`src/sv/fwl_pkg.sv`:
```
package fwl_pkg;

   // Fixed field widths of the request and response words
   localparam int REQ_W      = 2;
   localparam int LG_W       = 5;
   localparam int CMD_W      = 3;
   localparam int SECTOR_W   = 5;
   localparam int THR_W      = 16;
   localparam int NUM_LOGICAL = 32;

   // Defaults for the top-level parameters
   localparam int DEF_NUM_BLOCKS = 32;
   localparam int DEF_COUNT_BITS = 16;

   // Wear threshold after reset
   localparam logic [THR_W-1:0] THR_RESET = 16'd5;

   // Request codes
   localparam logic [REQ_W-1:0] REQ_READ  = 2'd0;
   localparam logic [REQ_W-1:0] REQ_WRITE = 2'd1;
   localparam logic [REQ_W-1:0] REQ_ERASE = 2'd2;

   // Command codes
   localparam logic [CMD_W-1:0] CMD_READ  = 3'd0;
   localparam logic [CMD_W-1:0] CMD_WRITE = 3'd1;
   localparam logic [CMD_W-1:0] CMD_ERASE = 3'd2;
   localparam logic [CMD_W-1:0] CMD_COPY  = 3'd3;
   localparam logic [CMD_W-1:0] CMD_NONE  = 3'd4;

   // Sequencer states
   typedef enum logic [3:0] {
      ST_CLEAR,
      ST_IDLE,
      ST_LOOKUP,
      ST_OLD_ERASE,
      ST_SCAN,
      ST_DECIDE,
      ST_MAP_SCAN,
      ST_COLD,
      ST_WRITE_NEW
   } state_type;

   // Control from the sequencer to the minimum scan unit
   typedef struct packed {
      logic clear;
      logic sample;
   } scan_ctrl_type;

   // Status of the minimum scan unit
   typedef struct packed {
      logic have_free;
      logic have_used;
   } scan_flags_type;

endpackage

```
`src/sv/fwl_min_scan.sv`:
```
module fwl_min_scan #(
   parameter int NUM_BLOCKS = fwl_pkg::DEF_NUM_BLOCKS,
   parameter int COUNT_BITS = fwl_pkg::DEF_COUNT_BITS
) (
   input  logic                          clock,
   input  logic                          reset,
   input  fwl_pkg::scan_ctrl_type        ctrl,
   input  logic [$clog2(NUM_BLOCKS)-1:0] smp_idx,
   input  logic                          smp_used,
   input  logic [COUNT_BITS-1:0]         smp_count,
   output fwl_pkg::scan_flags_type       flags,
   output logic [$clog2(NUM_BLOCKS)-1:0] free_no,
   output logic [COUNT_BITS-1:0]         free_cnt,
   output logic [$clog2(NUM_BLOCKS)-1:0] used_no,
   output logic [COUNT_BITS-1:0]         used_cnt
);

   localparam int PHYS_W = $clog2(NUM_BLOCKS);

   fwl_pkg::scan_flags_type flags_ff, flags_in;
   logic [PHYS_W-1:0]       free_no_ff, free_no_in;
   logic [COUNT_BITS-1:0]   free_cnt_ff, free_cnt_in;
   logic [PHYS_W-1:0]       used_no_ff, used_no_in;
   logic [COUNT_BITS-1:0]   used_cnt_ff, used_cnt_in;

   // Keep the least-erased block of each kind; strict compare keeps the lowest index on ties
   always_comb begin
      flags_in    = flags_ff;
      free_no_in  = free_no_ff;
      free_cnt_in = free_cnt_ff;
      used_no_in  = used_no_ff;
      used_cnt_in = used_cnt_ff;
      if (ctrl.clear) begin
         flags_in = '0;
      end else if (ctrl.sample) begin
         if (smp_used) begin
            if (!flags_ff.have_used || smp_count < used_cnt_ff) begin
               flags_in.have_used = 1'b1;
               used_no_in         = smp_idx;
               used_cnt_in        = smp_count;
            end
         end else begin
            if (!flags_ff.have_free || smp_count < free_cnt_ff) begin
               flags_in.have_free = 1'b1;
               free_no_in         = smp_idx;
               free_cnt_in        = smp_count;
            end
         end
      end
   end

   always_ff @(posedge clock) begin
      if (reset) begin
         flags_ff <= '0;
      end else begin
         flags_ff <= flags_in;
      end
      free_no_ff  <= free_no_in;
      free_cnt_ff <= free_cnt_in;
      used_no_ff  <= used_no_in;
      used_cnt_ff <= used_cnt_in;
   end

   assign flags    = flags_ff;
   assign free_no  = free_no_ff;
   assign free_cnt = free_cnt_ff;
   assign used_no  = used_no_ff;
   assign used_cnt = used_cnt_ff;

endmodule

```
`src/sv/flash_wear_leveling_mapper.sv`:
```
// Wear-leveling flash translation engine: maps 32 logical blocks onto NUM_BLOCKS physical
// blocks and answers each request with one to four sector command words, the final one
// flagged by rsp_last. Block state (used flag and saturating erase count) sits in a
// single-port synchronous memory, the logical map in a second memory with valid flags in
// flip-flops. One request is worked at a time. A write scans the block memory one entry per
// cycle for the least-erased free and used blocks; when the free block is worn, a reverse
// lookup over the map memory follows. After reset the block memory is swept clear before
// the first request is taken. States that emit a response word wait while it stalls.
module flash_wear_leveling_mapper #(
   parameter int NUM_BLOCKS = fwl_pkg::DEF_NUM_BLOCKS,
   parameter int COUNT_BITS = fwl_pkg::DEF_COUNT_BITS
) (
   input  logic                          clock,
   input  logic                          reset,
   input  logic                          req_valid,
   output logic                          req_ready,
   input  logic [fwl_pkg::REQ_W-1:0]     req_type,
   input  logic [fwl_pkg::LG_W-1:0]      req_logical_index,
   output logic                          rsp_valid,
   input  logic                          rsp_ready,
   output logic [fwl_pkg::CMD_W-1:0]     rsp_command,
   output logic [fwl_pkg::SECTOR_W-1:0]  rsp_phys_sector,
   output logic [fwl_pkg::SECTOR_W-1:0]  rsp_copy_source,
   output logic                          rsp_last,
   input  logic                          csr_wr_en,
   input  logic [fwl_pkg::THR_W-1:0]     csr_wr_data
);

   localparam int PHYS_W = $clog2(NUM_BLOCKS);
   localparam int BIDX_W = $clog2(NUM_BLOCKS + 1);
   localparam int MIDX_W = fwl_pkg::LG_W + 1;
   localparam int CMP_W  = (COUNT_BITS > fwl_pkg::THR_W) ? COUNT_BITS : fwl_pkg::THR_W;

   // State and latched request
   fwl_pkg::state_type              state_ff, state_in;
   logic [fwl_pkg::REQ_W-1:0]       type_ff;
   logic [fwl_pkg::LG_W-1:0]        lg_ff;
   logic [PHYS_W-1:0]               old_phys_ff;
   logic [fwl_pkg::LG_W-1:0]        owner_ff;
   logic [fwl_pkg::THR_W-1:0]       thr_ff;

   // Scan counters and read-pending flags
   logic [BIDX_W-1:0]               blk_idx_ff, blk_idx_in;
   logic [MIDX_W-1:0]               map_idx_ff, map_idx_in;
   logic                            bpend_ff;
   logic [PHYS_W-1:0]               bpend_idx_ff;
   logic                            mpend_ff;
   logic [fwl_pkg::LG_W-1:0]        mpend_idx_ff;

   // Memories
   logic [COUNT_BITS:0]             blk_mem [NUM_BLOCKS];
   logic [COUNT_BITS:0]             blk_rd_data_ff;
   logic [PHYS_W-1:0]               map_mem [fwl_pkg::NUM_LOGICAL];
   logic [PHYS_W-1:0]               map_rd_data_ff;
   logic [fwl_pkg::NUM_LOGICAL-1:0] map_valid_ff;

   logic                            blk_rd_en, blk_wr_en;
   logic [PHYS_W-1:0]               blk_rd_addr, blk_wr_addr;
   logic [COUNT_BITS:0]             blk_wr_data;
   logic                            map_rd_en, map_wr_en;
   logic [fwl_pkg::LG_W-1:0]        map_rd_addr, map_wr_addr;
   logic [PHYS_W-1:0]               map_wr_data;
   logic                            map_set, map_clr;

   // Response register
   logic                            rsp_valid_ff;
   logic [fwl_pkg::CMD_W-1:0]       rsp_command_ff;
   logic [fwl_pkg::SECTOR_W-1:0]    rsp_phys_ff;
   logic [fwl_pkg::SECTOR_W-1:0]    rsp_src_ff;
   logic                            rsp_last_ff;

   logic                            emit_req, emit_last, emit_fire, slot_free;
   logic [fwl_pkg::CMD_W-1:0]       emit_cmd;
   logic [PHYS_W-1:0]               emit_phys, emit_src;

   // Scan unit
   fwl_pkg::scan_ctrl_type          scan_ctrl;
   fwl_pkg::scan_flags_type         scan_flags;
   logic [PHYS_W-1:0]               free_no, used_no;
   logic [COUNT_BITS-1:0]           free_cnt, used_cnt;

   logic                            lk_valid, owner_hit, migrate, blk_issue, map_issue;
   logic [COUNT_BITS-1:0]           rd_cnt, rd_cnt_inc, used_cnt_inc;

   fwl_min_scan #(
      .NUM_BLOCKS(NUM_BLOCKS),
      .COUNT_BITS(COUNT_BITS)
   ) u_min_scan (
      .clock     (clock),
      .reset     (reset),
      .ctrl      (scan_ctrl),
      .smp_idx   (bpend_idx_ff),
      .smp_used  (blk_rd_data_ff[COUNT_BITS]),
      .smp_count (blk_rd_data_ff[COUNT_BITS-1:0]),
      .flags     (scan_flags),
      .free_no   (free_no),
      .free_cnt  (free_cnt),
      .used_no   (used_no),
      .used_cnt  (used_cnt)
   );

   // Decode helpers
   assign slot_free    = !rsp_valid_ff || rsp_ready;
   assign emit_fire    = emit_req && slot_free;
   assign lk_valid     = map_valid_ff[lg_ff];
   assign owner_hit    = mpend_ff && map_valid_ff[mpend_idx_ff] && (map_rd_data_ff == used_no);
   assign migrate      = (CMP_W'(free_cnt) >= CMP_W'(thr_ff)) && scan_flags.have_used;
   assign rd_cnt       = blk_rd_data_ff[COUNT_BITS-1:0];
   assign rd_cnt_inc   = (rd_cnt == {COUNT_BITS{1'b1}}) ? rd_cnt : rd_cnt + COUNT_BITS'(1);
   assign used_cnt_inc = (used_cnt == {COUNT_BITS{1'b1}}) ? used_cnt
                                                          : used_cnt + COUNT_BITS'(1);

   // Next state
   always_comb begin
      state_in = state_ff;
      unique case (state_ff)
         fwl_pkg::ST_CLEAR: begin
            if (blk_idx_ff == BIDX_W'(NUM_BLOCKS - 1)) state_in = fwl_pkg::ST_IDLE;
         end
         fwl_pkg::ST_IDLE: begin
            if (req_valid) state_in = fwl_pkg::ST_LOOKUP;
         end
         fwl_pkg::ST_LOOKUP: begin
            case (type_ff)
               fwl_pkg::REQ_WRITE: begin
                  state_in = lk_valid ? fwl_pkg::ST_OLD_ERASE : fwl_pkg::ST_SCAN;
               end
               fwl_pkg::REQ_ERASE: begin
                  if (lk_valid) state_in = fwl_pkg::ST_OLD_ERASE;
                  else if (slot_free) state_in = fwl_pkg::ST_IDLE;
               end
               default: begin
                  if (slot_free) state_in = fwl_pkg::ST_IDLE;
               end
            endcase
         end
         fwl_pkg::ST_OLD_ERASE: begin
            if (slot_free) begin
               state_in = (type_ff == fwl_pkg::REQ_ERASE) ? fwl_pkg::ST_IDLE : fwl_pkg::ST_SCAN;
            end
         end
         fwl_pkg::ST_SCAN: begin
            // Last entry is sampled at this edge, so the flags are final in the next state
            if (!blk_issue) state_in = fwl_pkg::ST_DECIDE;
         end
         fwl_pkg::ST_DECIDE: begin
            if (slot_free) begin
               if (scan_flags.have_free && migrate) state_in = fwl_pkg::ST_MAP_SCAN;
               else state_in = fwl_pkg::ST_IDLE;
            end
         end
         fwl_pkg::ST_MAP_SCAN: begin
            if (owner_hit) state_in = fwl_pkg::ST_COLD;
            else if (!map_issue) state_in = fwl_pkg::ST_WRITE_NEW;
         end
         fwl_pkg::ST_COLD: begin
            if (slot_free) state_in = fwl_pkg::ST_WRITE_NEW;
         end
         fwl_pkg::ST_WRITE_NEW: begin
            if (slot_free) state_in = fwl_pkg::ST_IDLE;
         end
         default: state_in = fwl_pkg::ST_IDLE;
      endcase
   end

   // Outputs of the sequencer: memory ports, scan control and response words
   always_comb begin
      req_ready         = 1'b0;
      blk_rd_en         = 1'b0;
      blk_rd_addr       = '0;
      blk_wr_en         = 1'b0;
      blk_wr_addr       = '0;
      blk_wr_data       = '0;
      map_rd_en         = 1'b0;
      map_rd_addr       = '0;
      map_wr_en         = 1'b0;
      map_wr_addr       = '0;
      map_wr_data       = '0;
      map_set           = 1'b0;
      map_clr           = 1'b0;
      blk_issue         = 1'b0;
      map_issue         = 1'b0;
      emit_req          = 1'b0;
      emit_cmd          = fwl_pkg::CMD_NONE;
      emit_phys         = '0;
      emit_src          = '0;
      emit_last         = 1'b0;
      scan_ctrl.clear   = 1'b0;
      scan_ctrl.sample  = bpend_ff;
      unique case (state_ff)
         fwl_pkg::ST_CLEAR: begin
            blk_wr_en   = 1'b1;
            blk_wr_addr = blk_idx_ff[PHYS_W-1:0];
         end
         fwl_pkg::ST_IDLE: begin
            req_ready       = 1'b1;
            map_rd_en       = req_valid;
            map_rd_addr     = req_logical_index;
            scan_ctrl.clear = 1'b1;
         end
         fwl_pkg::ST_LOOKUP: begin
            case (type_ff) inside
               fwl_pkg::REQ_READ: begin
                  emit_req  = 1'b1;
                  emit_last = 1'b1;
                  if (lk_valid) begin
                     emit_cmd  = fwl_pkg::CMD_READ;
                     emit_phys = map_rd_data_ff;
                  end
               end
               fwl_pkg::REQ_WRITE, fwl_pkg::REQ_ERASE: begin
                  if (lk_valid) begin
                     blk_rd_en   = 1'b1;
                     blk_rd_addr = map_rd_data_ff;
                     map_clr     = 1'b1;
                  end else if (type_ff == fwl_pkg::REQ_ERASE) begin
                     emit_req  = 1'b1;
                     emit_last = 1'b1;
                  end
               end
               default: begin
                  emit_req  = 1'b1;
                  emit_last = 1'b1;
               end
            endcase
         end
         fwl_pkg::ST_OLD_ERASE: begin
            emit_req    = 1'b1;
            emit_cmd    = fwl_pkg::CMD_ERASE;
            emit_phys   = old_phys_ff;
            emit_last   = (type_ff == fwl_pkg::REQ_ERASE);
            blk_wr_en   = slot_free;
            blk_wr_addr = old_phys_ff;
            blk_wr_data = {1'b0, rd_cnt_inc};
         end
         fwl_pkg::ST_SCAN: begin
            blk_issue   = (blk_idx_ff < BIDX_W'(NUM_BLOCKS));
            blk_rd_en   = blk_issue;
            blk_rd_addr = blk_idx_ff[PHYS_W-1:0];
         end
         fwl_pkg::ST_DECIDE: begin
            emit_req = 1'b1;
            if (!scan_flags.have_free) begin
               emit_last = 1'b1;
            end else begin
               blk_wr_en   = slot_free;
               blk_wr_addr = free_no;
               blk_wr_data = {1'b1, free_cnt};
               emit_phys   = free_no;
               if (migrate) begin
                  emit_cmd = fwl_pkg::CMD_COPY;
                  emit_src = used_no;
               end else begin
                  emit_cmd    = fwl_pkg::CMD_WRITE;
                  emit_last   = 1'b1;
                  map_wr_en   = slot_free;
                  map_wr_addr = lg_ff;
                  map_wr_data = free_no;
                  map_set     = slot_free;
               end
            end
         end
         fwl_pkg::ST_MAP_SCAN: begin
            map_issue   = (map_idx_ff < MIDX_W'(fwl_pkg::NUM_LOGICAL)) && !owner_hit;
            map_rd_en   = map_issue;
            map_rd_addr = map_idx_ff[fwl_pkg::LG_W-1:0];
         end
         fwl_pkg::ST_COLD: begin
            // Erase the cold block, move its owner to the worn block, then reuse it
            emit_req    = 1'b1;
            emit_cmd    = fwl_pkg::CMD_ERASE;
            emit_phys   = used_no;
            blk_wr_en   = slot_free;
            blk_wr_addr = used_no;
            blk_wr_data = {1'b1, used_cnt_inc};
            map_wr_en   = slot_free;
            map_wr_addr = owner_ff;
            map_wr_data = free_no;
         end
         fwl_pkg::ST_WRITE_NEW: begin
            emit_req    = 1'b1;
            emit_cmd    = fwl_pkg::CMD_WRITE;
            emit_phys   = used_no;
            emit_last   = 1'b1;
            map_wr_en   = slot_free;
            map_wr_addr = lg_ff;
            map_wr_data = used_no;
            map_set     = slot_free;
         end
         default: begin
            emit_req = 1'b0;
         end
      endcase
   end

   // Advance scan counters; they rest at zero outside their sweeps
   assign blk_idx_in = (state_ff == fwl_pkg::ST_CLEAR || blk_issue) ?
                       blk_idx_ff + BIDX_W'(1) : '0;
   assign map_idx_in = map_issue ? map_idx_ff + MIDX_W'(1) : '0;

   // Control registers
   always_ff @(posedge clock) begin
      if (reset) begin
         state_ff     <= fwl_pkg::ST_CLEAR;
         blk_idx_ff   <= '0;
         map_idx_ff   <= '0;
         bpend_ff     <= 1'b0;
         mpend_ff     <= 1'b0;
         map_valid_ff <= '0;
         thr_ff       <= fwl_pkg::THR_RESET;
         rsp_valid_ff <= 1'b0;
      end else begin
         state_ff   <= state_in;
         blk_idx_ff <= blk_idx_in;
         map_idx_ff <= map_idx_in;
         bpend_ff   <= blk_issue;
         mpend_ff   <= map_issue;
         if (map_set) map_valid_ff[lg_ff] <= 1'b1;
         if (map_clr) map_valid_ff[lg_ff] <= 1'b0;
         if (csr_wr_en) thr_ff <= csr_wr_data;
         if (emit_fire) rsp_valid_ff <= 1'b1;
         else if (rsp_ready) rsp_valid_ff <= 1'b0;
      end
   end

   // Payload registers
   always_ff @(posedge clock) begin
      if (req_valid && req_ready) begin
         type_ff <= req_type;
         lg_ff   <= req_logical_index;
      end
      if (state_ff == fwl_pkg::ST_LOOKUP) old_phys_ff <= map_rd_data_ff;
      if (owner_hit) owner_ff <= mpend_idx_ff;
      bpend_idx_ff <= blk_idx_ff[PHYS_W-1:0];
      mpend_idx_ff <= map_idx_ff[fwl_pkg::LG_W-1:0];
      if (emit_fire) begin
         rsp_command_ff <= emit_cmd;
         rsp_phys_ff    <= fwl_pkg::SECTOR_W'(emit_phys);
         rsp_src_ff     <= fwl_pkg::SECTOR_W'(emit_src);
         rsp_last_ff    <= emit_last;
      end
   end

   // Block memory; the sequencer never reads and writes it in the same cycle
   always_ff @(posedge clock) begin
      if (blk_wr_en) blk_mem[blk_wr_addr] <= blk_wr_data;
      if (blk_rd_en) blk_rd_data_ff <= blk_mem[blk_rd_addr];
   end

   // Map memory; entries are gated by the valid flags
   always_ff @(posedge clock) begin
      if (map_wr_en) map_mem[map_wr_addr] <= map_wr_data;
      if (map_rd_en) map_rd_data_ff <= map_mem[map_rd_addr];
   end

   assign rsp_valid       = rsp_valid_ff;
   assign rsp_command     = rsp_command_ff;
   assign rsp_phys_sector = rsp_phys_ff;
   assign rsp_copy_source = rsp_src_ff;
   assign rsp_last        = rsp_last_ff;

   // Checks
   a_none_is_final: assert property (@(posedge clock) disable iff (reset)
      rsp_valid && rsp_command == fwl_pkg::CMD_NONE |-> rsp_last && rsp_phys_sector == '0)
      else $error("not-mapped word must be final and carry block zero");

   a_copy_not_final: assert property (@(posedge clock) disable iff (reset)
      rsp_valid && rsp_command == fwl_pkg::CMD_COPY |-> !rsp_last)
      else $error("copy word flagged as final");

   a_blk_port: assert property (@(posedge clock) disable iff (reset)
      !(blk_wr_en && blk_rd_en))
      else $error("block memory read and write in one cycle");

   a_map_port: assert property (@(posedge clock) disable iff (reset)
      !(map_wr_en && map_rd_en))
      else $error("map memory read and write in one cycle");

endmodule
```
`config.mk`:
```
export PLATFORM = sky130hd
export DESIGN_NAME = flash_wear_leveling_mapper
export DESIGN_NICKNAME = d
export VERILOG_FILES = /design/src/sv/fwl_pkg.sv /design/src/sv/fwl_min_scan.sv /design/src/sv/flash_wear_leveling_mapper.sv
export SDC_FILE = /design/constraint.sdc
export NUM_CORES = 1
export LEC_CHECK = 0
export BUFFER_PORTS_ARGS = -buffer_cell sky130_fd_sc_hd__buf_2
export CAP_MARGIN = 40
export CELL_PAD_IN_SITES_DETAIL_PLACEMENT = 1
export CELL_PAD_IN_SITES_GLOBAL_PLACEMENT = 1
export CORE_UTILIZATION = 55
export DETAILED_ROUTE_END_ITERATION = 10
export PLACE_DENSITY_LB_ADDON = 0.3
export SKIP_CTS_REPAIR_TIMING = 1
export SYNTH_ARGS = -nofsm -noshare
export SYNTH_HDL_FRONTEND = slang
export SYNTH_HIERARCHICAL = 1
export SYNTH_SLANG_ARGS = --single-unit
```
`constraint.sdc`:
```
create_clock -name clock -period 9.24 [get_ports clock]
set_clock_uncertainty 0.1 [all_clocks]
set_input_delay 2.772 -clock clock [delete_from_list [all_inputs] [get_ports clock]]
set_output_delay 2.772 -clock clock [all_outputs]
set_load 0.05 [all_outputs]
```
* After elaboration in Yosys (flattened, before gate mapping)
Memory sizes are Yosys's and may differ from the RTL's. A register that Yosys moved wholly into a read port is not among the register bits.
Index checks and enable logic that the tools add are counted.
W data, S select, Z words.
** Storage, ports and cells
- Bits in writable memories :: 704
- Output and inout bits :: 16
- Word-level logic and storage cells :: 175
- Memories :: 2
- Register bits after elaboration :: 152
** Operators by class
- Equal/unequal tests :: 21
- Reductions and logical operators :: 32
- Magnitude comparators :: 8
- Add/sub/neg operators :: 4
- Multiplexer cells :: 77
- Bitwise operators :: 7
** Memories
- blk_mem :: words 32, width 17, read ports 1, clocked after Yosys merged registers in 1, write ports 1, line flash_wear_leveling_mapper.sv:51 : logic [COUNT_BITS:0] blk_mem [NUM_BLOCKS];
- map_mem :: words 32, width 5, read ports 1, clocked after Yosys merged registers in 1, write ports 1, line flash_wear_leveling_mapper.sv:53 : logic [PHYS_W-1:0] map_mem [fwl_pkg::NUM_LOGICAL];
** Operators by type and width (number)
- $mux W32 :: 3
- $pmux W17 S3 :: 1
- $mux W5 :: 9
- $mux W4 :: 10
- $pmux W5 S4 :: 2
- $pmux W4 S9 :: 1
- $add A16 B1 Y16 const B :: 2
- $and A32 B32 Y32 :: 1
- $eq A16 B16 Y1 const B :: 2
- $lt A16 B16 Y1 :: 2
- $mux W16 :: 2
- $not A32 Y32 :: 1
- $or A32 B32 Y32 :: 1
- $pmux W5 S3 :: 2
- $mux W1 :: 25
- $pmux W5 S2 :: 2
- $mux W3 :: 6
- $mux W17 :: 1
- $eq A4 B3 Y1 const B :: 4
- $ge A16 B16 Y1 :: 1
- $add A6 B1 Y6 const B :: 2
- $lt A5 B6 Y1 const B :: 2
- $lt A6 B6 Y1 const B :: 2
- $ne A2 B2 Y1 const B :: 6
- other kinds (29) :: 59

* Longest topological paths before layout
- Depth after elaboration :: 10
- Mapped depth :: 16
- Mapped depth without buffers :: 12

* Hierarchy
The synthesis kept the hierarchy.
** Modules (own cells, without submodules)
- flash_wear_leveling_mapper :: seq. area each 24273.3 um2, cells an instance 2705, times used 1, area an instance 35311.4 um2
- fwl_min_scan :: seq. area each 1301.2 um2, cells an instance 157, times used 1, area an instance 2103.3 um2

* Worst setup path before layout
OpenSTA, ideal clock, no wires.
- Path kind :: input to register
- Start point :: input rsp_ready
- End point :: memory blk_mem[10][0] in the netlist's numbering, enable pin
- Data required time :: 8750 ps
- Stages :: 7
- Path slack :: 4385 ps
- Library setup time :: 390 ps
- Arrival :: 4364 ps
- Path through :: nor2b_1 -> clkbuf_1 -> a21oi_1 -> nor2_1 -> a21oi_1 -> nand2_1 -> nor2_1
** On the way
- Longest elaborated chain between the ends :: 5
** RTL lines
- from (decl) :: line flash_wear_leveling_mapper.sv:20 : input logic rsp_ready,
- $logic_or A1 B1 Y1 (*) :: line flash_wear_leveling_mapper.sv:103 : assign slot_free = !rsp_valid_ff || rsp_ready;
- $mux W1 :: line flash_wear_leveling_mapper.sv:243 : if (!scan_flags.have_free) begin
- $pmux W1 S3 (*) :: line flash_wear_leveling_mapper.sv:190 : unique case (state_ff)
- $mux W1 (*) :: line flash_wear_leveling_mapper.sv:346 : if (blk_wr_en) blk_mem[blk_wr_addr] <= blk_wr_data;
- $mux W1 (implied by the code) (*) :: line flash_wear_leveling_mapper.sv:346
- to (decl) :: line flash_wear_leveling_mapper.sv:51
Mark *: on every way between the ends. The rest lies on a longest branch, timed or not.

* Final worst setup path
- Start point :: register state_ff[2]
- End point :: output req_ready
** On the way
- Longest elaborated chain between the ends :: 2
** RTL lines
- from (decl) :: line flash_wear_leveling_mapper.sv:35 : fwl_pkg::state_type state_ff, state_in;
- from (signal assigned) :: line flash_wear_leveling_mapper.sv:304 : state_ff <= fwl_pkg::ST_CLEAR;
- from (signal assigned) :: line flash_wear_leveling_mapper.sv:313 : state_ff <= state_in;
- $eq A4 B1 Y1 :: line flash_wear_leveling_mapper.sv:190
- $mux W1 :: line flash_wear_leveling_mapper.sv:190
- to (decl) :: line flash_wear_leveling_mapper.sv:16 : output logic req_ready,
Every way passes these cells.

==> impl_metrics.json <==
{
  "outcome": "complete, no violations",
  "clockBufferDepth": 3,
  "io_pins": 44,
  "ys_seq_elements": 878,
  "ant_nets": 0,
  "clock.fmax_ghz": 0.186,
  "wl_um": 113000,
  "crit_fanout": 26,
  "stdcell_area_um2": 41900,
  "slew_viol_final": 0,
  "cp-end-kind": "output port",
  "synth_top_cell_by_area": "edfxtp_1",
  "htreeDepth": 3,
  "dieArea_um2": 69100,
  "synth_nets": 2943,
  "rrSetupSlack_ns": 4.09,
  "post-route-drc-count": 0,
  "clk_pin_slew_worst_paths_ns": 0.06,
  "drive_above_1_share_pct": 13.5,
  "first_pass_iters": 5,
  "layout.nets": 3020,
  "syn_avg_cell_area_um2": 13.1,
  "cap_violations": 0,
  "dpl.hpwl_um": 72400,
  "p_switching_mw": 3.01,
  "synth.most_common_cell": "edfxtp_1",
  "core_area_um2": 67300,
  "power.density_nw_per_um2": 242,
  "rr_endpoint": "blk_rd_data_ff[3]$_DFFE_PP_",
  "grt_overflow": 0,
  "ys_types": 77,
  "worstMarginPinSlew_ns": 1.00,
  "required_ns": 6.37,
  "grt_usage_pct": 32.8,
  "synthesis.area_um2": 37400,
  "whs_endpoint": "mpend_idx_ff[1]$_DFF_P_",
  "cts_made_buffers": 89,
  "vias_per_cell": 6.56,
  "grt_pass1_vias": 26905,
  "worst-r2r-cell-count": 11,
  "fin_util_pct": 62.3,
  "p_total_mw": 10.1,
  "reg2reg_from": "lg_ff[1]$_DFFE_PP_",
  "switching_share_pct": 29.7,
  "die_h_um": 263,
  "internal-power_mw": 7.13,
  "vias": 25473,
  "placed_area_um2": 39200,
  "grt_antenna_before_repair": 0,
  "n_antenna_cell": 0,
  "pwr-share-comb_pct": 18.4,
  "rows": 95,
  "timing.hold.ws_ns": 0.318,
  "drt_iter0_markers": 2783,
  "yosysTopAreaCellShare_pct": 64.1,
  "cp.arrival_ns": 2.49,
  "cts_tree": "yes",
  "rsz0062_at_grt": "false",
  "clock_sinks": 878,
  "ys_seq_area_share_pct": 68.4,
  "async_reset_ff_share_pct": 0,
  "grt_pass1_wl_um": 170000,
  "finalSetupViolations": 0,
  "clkLatencyLatePin_ns": 0.65,
  "port_buffers": 43,
  "synthCells": 2862,
  "yosys-top-cells-area": "edfxtp_1, nand2_1, dfxtp_1, mux4_2, a21oi_1",
  "setup_tns_ns": 0,
  "grt_max_degree": 81,
  "yosys_warnings": 6,
  "finalHoldViolCount": 0,
  "area_growth_pct": 12.1,
  "hold_depth": 0,
  "peakVddDrop_uv": 159,
  "gp_congestion": 0.891,
  "synth_edf_count": 799,
  "leakage_nw": 15.0,
  "initial_core_util_pct": 55.6,
  "yosys-top-cells-count": "edfxtp_1, nand2_1, a21oi_1",
  "maxSlewHeadroom_pct": 33.2,
  "period_share_pct": 58.1,
  "cts-root-buf": "clkbuf_16",
  "pwr-share-clk_pct": 34.4,
  "worstSetupPathType": "reg2out",
  "wl_per_cell_um": 29.2,
  "min_from": "map_idx_ff[1]$_SDFF_PP0_",
  "power_frac_seq_pct": 47.2,
  "die_x_um": 263,
  "critPathLaunchType": "flop",
  "hold_class": "reg2reg",
  "ys.flop_type": "edfxtp_1",
  "fin_crit_ns": 5.36
}
## cell type report
type	count	area (um2)
Timing Repair Buffer	152	1310
Clock inverter	56	420
Multi-Input combinational cell	1757	11000
Inverter	61	229
Sequential cell	878	25600
Fill cell	6372	25300
Clock buffer	104	2340
Tap cell	873	1090
## power groups by stage
| stage | clock, mW | sequential (mW) | combinational (mW) |
|---|---|---|---|
| after floorplan | 0 | 4.82 | 1.10 |
| after global placement | 0 | 4.86 | 1.62 |
| after detailed placement | 0 | 4.86 | 1.81 |
| after CTS | 3.52 | 4.78 | 1.84 |
| after global routing | 3.63 | 4.80 | 1.97 |
| final | 3.49 | 4.79 | 1.86 |
## metal layers
metal	part of all wire [%]	vias to the layer above	wire [um]	global-route usage (%)
met5	0	-	0	0
met4	4.3	0	4880	14.2
met3	7.3	276	8270	5.73
met2	50	1136	56500	55.4
met1	39	13139	43700	41.9
li1	-	10922	-	-
## critical path, cell delays in order, from the launching register on
cell and delay [ns]:
dfxtp_1 0.32, buf_4 0.24, or2_2 0.38, nor2_1 0.52, buf_2 0.38
## logic make-up after synthesis
family                     Yosys count  synth area share, %
muxes                               91                 4.14
adders and majority gates           53                 1.77
buffers and inverters              227                 2.81
and+or+nand+nor                   1050                 12.6
AOI/OAI and AO/OA                  529                 9.54
xor gates and xnor gates            34                0.796
DFF                                878                 68.4
## layout by cell type, fill, tap and decap left out, drive strengths merged, types with 14 or more instances in the layout
cell,count
a211oi,33
a21o,47
a21oi,163
a31oi,59
a32oi,42
and3,34
buf,151
clkbuf,104
clkinv,44
dfxtp,79
edfxtp,799
ha,53
inv,65
mux2i,34
mux4,50
nand2,563
nand2b,19
nand3,136
nand4,14
nor2,161
nor3,38
nor4,31
o2111ai,14
o21a,16
o21ai,48
o22ai,23
o31ai,14
xnor2,16
xor2,18
## metrics by stage
step                worst slack, ns  std cells
floorplan                      4.39       2862
global placement               3.57       3675
detailed placement             3.70       3721
CTS                            3.90       3881
global route                   3.83       3881
finish                         3.88       3881
## worst max path at each step
stage,startpoint,end,slack (ns),cells past startpoint
6_report,state_ff[2]$_SDFFE_PP0P_,req_ready,3.88,4
3_5_place_dp,req_logical_index[1],map_rd_data_ff[4]$_DFFE_PP_,3.70,9
4_1_cts,state_ff[2]$_SDFFE_PP0P_,req_ready,3.90,4
3_3_place_gp,lg_ff[0]$_DFFE_PP_,blk_rd_data_ff[15]$_DFFE_PP_,3.57,11
2_1_floorplan,rsp_ready,blk_mem[10][0]$_DFFE_PP_,4.39,7
5_1_grt,state_ff[2]$_SDFFE_PP0P_,req_ready,3.83,4
## registers in the layout, summed over array words and instances, names as in the netlist, 3 cells and up
| register | flops |
|---|---|
| map_rd_data_ff | 5 |
| u_min_scan/free_no | 5 |
| u_min_scan/used_no | 5 |
| rsp_phys_sector | 5 |
| owner_ff | 5 |
| map_mem | 160 |
| rsp_copy_source | 5 |
| thr_ff | 16 |
| blk_idx_ff | 6 |
| u_min_scan/free_cnt | 16 |
| rsp_command | 3 |
| blk_mem | 544 |
| u_min_scan/used_cnt | 16 |
| state_ff | 4 |
| bpend_idx_ff | 5 |
| blk_rd_data_ff | 17 |
| mpend_idx_ff | 5 |
| map_idx_ff | 6 |
| old_phys_ff | 5 |
| map_valid_ff | 32 |
| lg_ff | 5 |
(Power assumes the default switching activity.)
